$ cat src/rtl/fcr_pkg.sv
// Shared types and constants for the framed command receiver.
// No dependencies; used by fcr_frame and framed_command_receiver.
`default_nettype none

package fcr_pkg;

  localparam int unsigned ByteW     = 8;
  localparam int unsigned FieldW    = 15;
  localparam int unsigned FieldSh   = 7;
  // Payload positions that feed a message; later bytes are never read.
  localparam int unsigned MsgBytes  = 8;
  localparam int unsigned PosW      = $clog2(MsgBytes + 1);
  localparam int unsigned SlotW     = $clog2(MsgBytes);
  localparam int unsigned CfgIdxW   = 1;

  localparam logic [CfgIdxW-1:0] CFG_START_CODE = 1'd0;
  localparam logic [CfgIdxW-1:0] CFG_STOP_CODE  = 1'd1;

  localparam logic [ByteW-1:0] START_RST = 8'd2;
  localparam logic [ByteW-1:0] STOP_RST  = 8'd3;

  typedef struct packed {
    logic [ByteW-1:0]  msg_type;
    logic [ByteW-1:0]  msg_id;
    logic [FieldW-1:0] msg_distance;
    logic [FieldW-1:0] msg_speed;
    logic [FieldW-1:0] msg_angle;
  } msg_t;

  // (hi << 7) | lo in a 15-bit field; hi fills bits 14..7 exactly.
  function automatic logic [FieldW-1:0] join_pair(input logic [ByteW-1:0] hi,
                                                  input logic [ByteW-1:0] lo);
    logic [FieldW-1:0] hi_w;
    logic [FieldW-1:0] lo_w;
    hi_w = {hi, {FieldSh{1'b0}}};
    lo_w = {{(FieldW-ByteW){1'b0}}, lo};
    return hi_w | lo_w;
  endfunction

endpackage

`default_nettype wire

$ cat src/rtl/framed_command_receiver.sv
// Framed command receiver top level: input stage, frame state, message register.
// Depends on fcr_pkg and fcr_frame.
//
// Usage:
//   Input channel (in_valid/in_ready/in_rx_byte) takes one serial byte per
//   request. While idle, bytes are dropped until start_code arrives. In a
//   frame, bytes other than stop_code fill payload positions 0..7 in order;
//   extra bytes are dropped. stop_code closes the frame and one message
//   request is issued on the output channel (out_valid/out_ready/out_msg_*).
//   Config port: cfg_we writes cfg_wdata to register cfg_index
//   (0 = start_code, 1 = stop_code); write only while no byte is in flight.
//   Timing: a byte is registered in the input stage on accept and processed
//   when it leaves that stage; a closing stop byte then loads the message
//   register, which raises out_valid.
//   Throughput: one byte per cycle unless stalled, set by the single input stage.
//   Stall: while a message waits in the output register, non-closing bytes
//   still flow; a second stop byte waits in the input stage, and in_ready
//   drops, until the message is taken.
//   Reset: idle, payload zero, start_code = 2, stop_code = 3.
`default_nettype none

module framed_command_receiver (
  input  wire logic                                clk,
  input  wire logic                                rst_n,
  input  wire logic                                cfg_we,
  input  wire logic [fcr_pkg::CfgIdxW-1:0]         cfg_index,
  input  wire logic [fcr_pkg::ByteW-1:0]           cfg_wdata,
  input  wire logic                                in_valid,
  output logic                                     in_ready,
  input  wire logic [fcr_pkg::ByteW-1:0]           in_rx_byte,
  output logic                                     out_valid,
  input  wire logic                                out_ready,
  output logic [fcr_pkg::ByteW-1:0]                out_msg_type,
  output logic [fcr_pkg::ByteW-1:0]                out_msg_id,
  output logic [fcr_pkg::FieldW-1:0]               out_msg_distance,
  output logic [fcr_pkg::FieldW-1:0]               out_msg_speed,
  output logic [fcr_pkg::FieldW-1:0]               out_msg_angle
);

  logic [fcr_pkg::ByteW-1:0] start_code_r;
  logic [fcr_pkg::ByteW-1:0] stop_code_r;
  logic                      stg_vld_r;
  logic [fcr_pkg::ByteW-1:0] stg_byte_r;
  logic                      out_vld_r;
  fcr_pkg::msg_t             out_msg_r;
  logic                      emit;
  logic                      stg_go;
  fcr_pkg::msg_t             msg;

  // Config registers
  always_ff @(posedge clk) begin
    if (!rst_n) begin
      start_code_r <= fcr_pkg::START_RST;
      stop_code_r  <= fcr_pkg::STOP_RST;
    end else if (cfg_we) begin
      unique case (cfg_index)
        fcr_pkg::CFG_START_CODE: start_code_r <= cfg_wdata;
        fcr_pkg::CFG_STOP_CODE:  stop_code_r  <= cfg_wdata;
        default: ;
      endcase
    end
  end

  // Input stage advances unless a message must wait for the output slot
  assign stg_go   = stg_vld_r && (!emit || !out_vld_r || out_ready);
  assign in_ready = !stg_vld_r || stg_go;

  always_ff @(posedge clk) begin
    if (!rst_n) begin
      stg_vld_r <= 1'b0;
    end else if (in_ready) begin
      stg_vld_r <= in_valid;
    end
  end

  always_ff @(posedge clk) begin
    if (in_valid && in_ready) begin
      stg_byte_r <= in_rx_byte;
    end
  end

  fcr_frame u_frame (
    .clk        (clk),
    .rst_n      (rst_n),
    .step       (stg_go),
    .rx_byte    (stg_byte_r),
    .start_code (start_code_r),
    .stop_code  (stop_code_r),
    .emit       (emit),
    .msg        (msg)
  );

  // Message register
  always_ff @(posedge clk) begin
    if (!rst_n) begin
      out_vld_r <= 1'b0;
    end else if (stg_go && emit) begin
      out_vld_r <= 1'b1;
    end else if (out_ready) begin
      out_vld_r <= 1'b0;
    end
  end

  always_ff @(posedge clk) begin
    if (stg_go && emit) begin
      out_msg_r <= msg;
    end
  end

  assign out_valid        = out_vld_r;
  assign out_msg_type     = out_msg_r.msg_type;
  assign out_msg_id       = out_msg_r.msg_id;
  assign out_msg_distance = out_msg_r.msg_distance;
  assign out_msg_speed    = out_msg_r.msg_speed;
  assign out_msg_angle    = out_msg_r.msg_angle;

endmodule

`default_nettype wire

$ cat src/rtl/fcr_frame.sv
// Frame state: idle/in-frame flag, write position and payload bytes.
// Depends on fcr_pkg. Updates once per processed byte (step).
`default_nettype none

module fcr_frame (
  input  wire logic                      clk,
  input  wire logic                      rst_n,
  input  wire logic                      step,
  input  wire logic [fcr_pkg::ByteW-1:0] rx_byte,
  input  wire logic [fcr_pkg::ByteW-1:0] start_code,
  input  wire logic [fcr_pkg::ByteW-1:0] stop_code,
  output logic                           emit,
  output fcr_pkg::msg_t                  msg
);

  logic                           in_frame_r, in_frame_nxt;
  logic [fcr_pkg::PosW-1:0]       pos_r, pos_nxt;
  logic [fcr_pkg::ByteW-1:0]      pl_r [fcr_pkg::MsgBytes];
  logic                           wr_en;

  // Frame closes on stop code while in a frame
  assign emit  = in_frame_r && (rx_byte == stop_code);
  assign wr_en = in_frame_r && !emit && (pos_r < fcr_pkg::PosW'(fcr_pkg::MsgBytes));

  // Message view of the current payload
  always_comb begin
    msg.msg_type     = pl_r[0];
    msg.msg_id       = pl_r[1];
    msg.msg_distance = fcr_pkg::join_pair(pl_r[2], pl_r[3]);
    msg.msg_speed    = fcr_pkg::join_pair(pl_r[4], pl_r[5]);
    msg.msg_angle    = fcr_pkg::join_pair(pl_r[6], pl_r[7]);
  end

  // Next frame state
  always_comb begin
    in_frame_nxt = in_frame_r;
    pos_nxt      = pos_r;
    if (!in_frame_r) begin
      if (rx_byte == start_code) begin
        in_frame_nxt = 1'b1;
      end
    end else if (emit) begin
      in_frame_nxt = 1'b0;
      pos_nxt      = '0;
    end else if (wr_en) begin
      pos_nxt = pos_r + 1'b1;
    end
  end

  always_ff @(posedge clk) begin
    if (!rst_n) begin
      in_frame_r <= 1'b0;
      pos_r      <= '0;
    end else if (step) begin
      in_frame_r <= in_frame_nxt;
      pos_r      <= pos_nxt;
    end
  end

  // Payload bytes: zero at reset and after each frame
  always_ff @(posedge clk) begin
    if (!rst_n) begin
      for (int i = 0; i < fcr_pkg::MsgBytes; i++) pl_r[i] <= '0;
    end else if (step) begin
      if (emit) begin
        for (int i = 0; i < fcr_pkg::MsgBytes; i++) pl_r[i] <= '0;
      end else if (wr_en) begin
        pl_r[pos_r[fcr_pkg::SlotW-1:0]] <= rx_byte;
      end
    end
  end

endmodule

`default_nettype wire

$ cat config.mk
export PLATFORM = sky130hd
export DESIGN_NAME = framed_command_receiver
export DESIGN_NICKNAME = d
export VERILOG_FILES = /design/src/rtl/fcr_pkg.sv /design/src/rtl/framed_command_receiver.sv /design/src/rtl/fcr_frame.sv
export SDC_FILE = /design/constraint.sdc
export NUM_CORES = 1
export LEC_CHECK = 0
export ABC_AREA = 1
export BUFFER_PORTS_ARGS = -buffer_cell sky130_fd_sc_hd__buf_2
export CORE_ASPECT_RATIO = 2
export CORE_MARGIN = 5
export CORE_UTILIZATION = 56
export DETAILED_ROUTE_END_ITERATION = 8
export PLACE_DENSITY = 0.79
export SYNTH_ARGS = -nofsm -noshare
export SYNTH_HDL_FRONTEND = slang
export SYNTH_SLANG_ARGS = --single-unit
$ cat constraint.sdc
create_clock -name clk -period 3.9 [get_ports clk]
set_input_delay 0.195 -clock clk [delete_from_list [all_inputs] [get_ports clk]]
set_output_delay 0.195 -clock clk [all_outputs]
set_load 0.02 [all_outputs]
==> results of run 1 <==
==> final cells by class <==
class / count / area (um^2)
sequential: 156 / 4450
fill: 727 / 3090
inverter: 38 / 143
multi-input combinational: 219 / 1070
tap: 135 / 169
clock buffer: 17 / 425
timing repair buffer: 94 / 518
clock inverter: 13 / 151
==> worst min-delay path: stages <==
cell and delay (ps):
buf_2 80, nor2_1 40, nor2_1 80
==> sequential cells by signal (all words and copies together) (netlist names) <==
| name | cells |
|---|---|
| out_msg_angle | 15 |
| out_msg_distance | 15 |
| out_msg_id | 8 |
| out_msg_speed | 15 |
| out_msg_type | 8 |
| out_valid | 1 |
| start_code_r | 8 |
| stg_byte_r | 8 |
| stg_vld_r | 1 |
| stop_code_r | 8 |
| u_frame.in_frame_r | 1 |
| u_frame.pl_r | 64 |
| u_frame.pos_r | 4 |
==> stage by stage <==
stage	util (%)	area, um^2	setup slack, ps
3_3_place_gp	62.5	6260	1290
4_1_cts	69.2	6930	1170
2_1_floorplan	-	5690	1070
3_5_place_dp	62.5	6260	1180
5_1_grt	69.2	6930	819
6_report	69.2	6930	1180
==> per-layer routing <==
layer / track usage (%) / wire length (um) / vias up
met5: 0 / 0 / -
met4: 12.1 / 503 / 0
met3: 5.33 / 542 / 35
met2: 31.3 / 5740 / 139
met1: 18.2 / 3360 / 1539
li1: - / - / 1636
==> cell usage in the layout (no fill, tap or decap), drive strengths merged, types with 9 or more instances in the layout <==
cell,netlist,layout
a21oi,11,11
buf,1,85
clkbuf,5,17
clkinv,2,9
dfxtp,23,23
dlygate4sd3,0,9
edfxtp,133,133
inv,36,37
nand2,65,65
nand3,12,12
nor2,94,94
o21ai,17,17
==> report_power, final <==
| part | switching (mW) | internal (mW) | total, mW |
|---|---|---|---|
| Combinational | 0.0878 | 0.0405 | 0.128 |
| Sequential | 0.0241 | 1.85 | 1.87 |
| Clock | 0.594 | 0.991 | 1.59 |
==> timing repair <==
item	in CTS	in global routing
hold buffers	9	0
buffers inserted	0	0
endpoints found under the hold margin	9	0
==> cell families after synthesis <==
logic type / synth area share (%)
flops: 78.3
compound gates: 3.10
fa+ha+maj: 0.220
simple gates: 14.7
xor+xnor: 0.770
buf+inv: 2.92
==> cells in the mapped netlist <==
master and instances:
nand3b_4 1, nor2_1 93, o21bai_1 1, nor2_8 1
nand2_1 63, nand3_1 6, o22ai_1 1, xor2_1 3
or2_2 3, inv_2 7, nand2_2 2, nand4_1 2
ha_1 1, xnor2_1 2, nand4_4 1, buf_2 1
nand3_4 6, dfxtp_1 23, nor3_1 1, o211ai_1 2
clkinv_1 2, a211oi_1 1, o21ai_0 17, inv_1 29
clkbuf_1 5, a21oi_1 11, edfxtp_1 133, nor3b_1 1
==> worst paths after layout <==
kind / start / depth (start not counted) / end / slack, ps
min: cfg_wdata[5] / 3 / start_code_r[5] / 20
max reg2reg: stg_byte_r[5] / 10 / out_msg_angle[9] / 1180
max: stg_byte_r[5] / 10 / out_msg_angle[9] / 1180
min reg2reg: u_frame.pl_r[6][1] / 0 / out_msg_angle[8] / 420
==> impl_results.md, run 1 <==
* Sequential area share after synthesis at 78.3%
* Final-report max-slew violation count at 0
* Max cap viols at 0
* Worst Setup End Kind: flip-flop
* CORE AREA at 10,000 um^2
* Most frequent CP cell: nand2_1
* Share of cells above drive strength 1 at 25.3%
* TritonCTS Buffers at 17
* # diodes at 0
* Die height at 153 um
* Synth area leader: edfxtp_1
* YS warnings at 0
* H-tree level count at 4
* Port Buffer Count at 84
* Slowest stage delay, CP at 520 ps
* Synth top area share at 70.2%
* Gate Count Post-Synth at 419
* Clk_lat worst skew at 410 ps
* Die ar. at 12,400 um^2
* Largest delay contributor family on the critical path: buffers and inverters
* F_max at 367 MHz
* Worst Path Buf+Inv at 4
* Peak VDD IR at 0.486 mV
* Hpwl dp at 7360 um
* Synth area leaders: edfxtp_1, dfxtp_1, nor2_1
* Synth unique cells at 28
* Clock Tree Buf Depth at 2
* Type of the worst min-delay path: in -> reg
* Fin cells at 672
* Fin crit period at 2720 ps
* First-pass GRT wire length at 16,200 um
* Status: finished, final reports clean
* Layout area overhead at 21.8%
* DR DRC count at 0
* Worst EP required at 3950 ps
* Syn avg cell area at 13.6 um^2
* Post-route ant nets at 0
* Vias in the first global route at 3,268
* Initial antenna violation count at 0
* Die width at 81.3 um
* Grt ovf at 0
* Worst-path cell chain: inv_1, nand2_1, nand2_1, nand2_1, nor2_1, nand3_1, inv_1, nand3_1, inv_2, buf_4
* Nets at 549
* Final hold violations at 0
* Clock Sinks at 156
* Critical Path AT at 2780 ps
* Gpl congestion at 0.904
* Row Count at 52
* Tcrit/Tclk final at 69.9%
* PD cells at 517 nW/um^2
* Worst-Margin Slew at 524 ps
* Slew margin rel. at 65.1%
* Post-Route Skew at 7.83 ps
* Placed insts at 633
* Via/cell ratio at 4.98
* Unrepaired setup endpoints after global routing: no
* Routed wire per std cell at 15.1 um
* Drt initial violations at 379
* Max FO, Critical Path at 46
* Slowest library cell on the worst path: buf_4
* # resized after CTS at 0
* Clk pin slew, worst setup/hold paths at 60 ps
* WS Path Type: reg -> reg
* I/O pins at 85
* Syn Nets at 442
* CTS tree: built
* Seq cells post-synth at 156
* Routed wire length at 10,100 um
* Leakage power at 2.79 nW
* GRT Resource Usage Total at 18.2%
* Initial core utilization at 56.8%
* Hold slack at 23.9 ps
* Total iterations of the first detailed-routing run at 4
* Via count at 3,349
* Pwr Total at 3.59 mW
* Post-Route Setup TNS at 0 ps
* Root buffer cell: clkbuf_16
* Pin count of the biggest net entering global routing at 47
* Setup crit start kind: flip-flop
* Final Setup Violations at 0
* Mapped cell area at 5690 um^2
Power figures use the tool's default switching activity.
==> run 2, diff against run 1 <==
Settings changed: ABC_AREA 1 to 0, CORE_UTILIZATION 56 to 51, PLACE_DENSITY 0.79 to 0.75.
Clock period 3.9 ns to 2.4 ns, I/O delays scaled along.
==> impl_results.md, run 2 <==
* Via/cell ratio at 4.97 (-0.37%)
* Hold slack at 67.0 ps (+43.1 ps)
* Max FO, Critical Path at 6 (-87%)
* Flip-flop count of the largest register after layout at 64 (unchanged)
* Gpl congestion at 0.858 (-5.1%)
* Pin count of the biggest net entering global routing at 39 (-17%)
* Die ar. at 13,900 um^2 (+12%)
* # diodes at 0 (unchanged)
* CORE AREA at 11,400 um^2 (+13%)
* WHS Path Cells at 3 (unchanged)
* Nets at 528 (-3.8%)
* Sequential area share after synthesis at 75.5% (-2.7 points)
* TritonCTS Buffers at 17 (unchanged)
* Unrepaired setup endpoints after global routing: no
* Leakage power at 2.74 nW (-1.8%)
* Port Buffer Count at 84 (unchanged)
* Share of cells above drive strength 1 at 32.0% (+6.7 points)
* Post-synth top cells: edfxtp_1, and2_1, nand2_1
* Total iterations of the first detailed-routing run at 6 (+2)
* Seq cells post-synth at 156 (unchanged)
* Final core occ at 65.3% (-3.9 points)
* Gate Count Post-Synth at 375 (-11%)
* Async set-reset flop share out of synthesis at 0% (unchanged)
* Biggest register: u_frame.pl_r
* Die height at 162 um (+6.2%)
* Worst-path cell chain: xnor2_2, nand4_1, buf_4, nor4_1, inv_1, buf_2
* PD cells at 772 nW/um^2 (+49%)
* Clock Sinks at 156 (unchanged)
* Slowest library cell on the worst path: nor4_1
* Mux cell area share after synthesis at 0% (unchanged)
* Max cap viols at 0 (unchanged)
* F_max at 442 MHz
* Synth area leader: edfxtp_1
* Layout area overhead at 25.7%
* Final hold violations at 0 (unchanged)
* DR DRC count at 0 (unchanged)
* Initial core utilization at 51.9% (-4.9 points)
* Type of the worst min-delay path: in -> reg
* Routed wire length at 10,600 um (+4.9%)
* R2r setup slk at 290 ps (-890 ps)
* I/O pins at 85 (unchanged)
* Syn avg cell area at 15.7 um^2 (+16%)
* Tcrit/Tclk final at 94.4%
* Synth unique cells at 40 (+43%)
* Xor-xnor portion of the synthesized cell area at 2.38% (+1.6 points)
* Post-Route Skew at 9.33 ps (+1.49 ps)
* Compound-cell area share of the yosys netlist at 5.96% (+2.9 points)
* Clock Tree Buf Depth at 2 (unchanged)
* Row Count at 55 (+5.8%)
* Critical Path AT at 2140 ps (-640 ps)
* H-tree level count at 4 (unchanged)
* Main combinational cell family by area after synthesis: simple AND/OR/NAND/NOR gates
* Via count at 3,277 (-2.1%)
* Synth area leaders: edfxtp_1, dfxtp_1, and2_1
* Vias in the first global route at 3,430 (+5.0%)
* Setup crit start kind: flip-flop
* Peak VDD IR at 0.587 mV (+21%)
* Post-Route Setup TNS at 0 ps (unchanged)
* GRT Resource Usage Total at 16.5% (-1.7 points)
* Grt ovf at 0 (unchanged)
* Post-synth EDFFs at 133 (unchanged)
* YS warnings at 0 (unchanged)
* Final-report max-slew violation count at 0 (unchanged)
* Worst-Margin Slew at 522 ps (-1.34 ps)
* WS Path Type: reg -> out
* Slowest stage delay, CP at 500 ps (-20 ps)
* Post-synthesis adder-cell area fraction at 0.212% (-0.0076 points)
* Status: finished, final reports clean
* Commonest non-fill, non-tap cells in the layout: edfxtp_1, buf_2, and2_1
* Syn Nets at 398 (-10%)
* Final Setup Violations at 0 (unchanged)
* Critical path origin: stg_byte_r[2]
* Synth top area share at 67.7% (-2.4 points)
* Drt initial violations at 113 (-70%)
* Mapped cell area at 5900 um^2 (+3.6%)
* Worst EP required at 2280 ps (-1670 ps)
* Clk_lat worst skew at 420 ps (about the same)
* Most frequent cell after synthesis: edfxtp_1
* Synth Area in Simple Gates at 14.1% (-0.60 points)
* Most common cell after layout, fill and taps aside: edfxtp_1
* Worst Setup End Kind: primary output
* Fin crit period at 2260 ps
* Initial antenna violation count at 0 (unchanged)
* Clk pin slew, worst setup/hold paths at 60 ps (about the same)
* Slew margin rel. at 64.9% (-0.23 points)
* Worst reg2reg endpoint: u_frame.pl_r[5][7]
* R2R depth at 5 (-5)
* Hpwl dp at 7710 um (+4.8%)
* WHS Endpoint: u_frame.pos_r[1]
* CTS tree: built
* Root buffer cell: clkbuf_16
* Post-route ant nets at 0 (unchanged)
* Routed wire per std cell at 16.1 um (+6.9%)
* First-pass GRT wire length at 16,900 um (+4.2%)
* Ys flop type: edfxtp_1
* Min-delay src: rst_n
* Die width at 86.0 um (+5.8%)
* R2R Path Start: stg_byte_r[5]
[run 2: cell types whose count changed in the layout (fill, tap and decap cells not counted), sizes merged, moves of 6 or more]
cell / previous run / this run
a21boi: 0 / 13
a21oi: 11 / 2
and2: 0 / 65
buf: 85 / 110
clkinv: 9 / 3
dlygate4sd3: 9 / 17
inv: 37 / 8
nand2: 65 / 41
nand2b: 0 / 11
nand3: 12 / 6
nor2: 94 / 5
o21ai: 17 / 0
xnor2: 2 / 13
[run 2: per-layer routing]
metal	vias up	wire length, um	global-route usage (%)
met4	0	391	8.93
met3	33	517	4.57
met2	86	6240	31.3
met5	-	0	0
li1	1609	-	-
met1	1549	3500	15.2
[run 2: repair_timing]
item | CTS | global route
buffers inserted | 0 | 0
hold buffers | 17 | 0
gates resized for setup | 0 | 0
endpoints found under the hold margin | 21 | 0
[run 2: area by class of cell]
cell class	count	area (um^2)
Timing Repair Buffer	127	798
Multi-Input combinational cell	201	1420
Inverter	2	7.51
Clock buffer	17	425
Fill cell	805	3940
Clock inverter	15	130
Sequential cell	156	4450
Tap cell	142	178
[run 2: critical path, delay by kind of cell (launching register included)]
| kind | cells | cell delay (ps) |
|---|---|---|
| buffers and inverters | 3 | 450 |
| DFF | 1 | 430 |
| and+or+nand+nor | 2 | 680 |
| xor gates and xnor gates | 1 | 160 |
[run 2: how the worst max path moves through the flow]
stage                                    end  cells after the start
after floorplan             out_msg_angle[0]                      6
after detailed placement  u_frame.pl_r[5][2]                      5
after CTS                           in_ready                      6
after global placement    u_frame.pl_r[5][7]                      5
final                               in_ready                      6
after global routing                in_ready                      6
[run 2: metrics by stage]
stage | cell area (um^2) | worst slack (ps) | power [mW] | cells
2_1_floorplan | 6010 | -1.51 | 3.23 | 375
3_3_place_gp | 6690 | 362 | 3.31 | 611
3_5_place_dp | 6690 | 291 | 3.32 | 611
4_1_cts | 7410 | 137 | 5.77 | 660
5_1_grt | 7410 | 18.8 | 5.92 | 660
6_report | 7410 | 135 | 5.73 | 660
[run 2: where the power goes]
group          switching (mW)  internal [mW]
combinational           0.138          0.104
sequential             0.0365           3.00
clock                    1.10           1.35
total                    1.27           4.45
[run 2: cell families after synthesis]
group | after synthesis
AO/OA/AOI/OAI | 34
flip-flops | 156
XOR/XNOR | 16
buffers and inverters | 18
adder cells (fa/ha/maj) | 1
AND/OR/NAND/NOR | 150
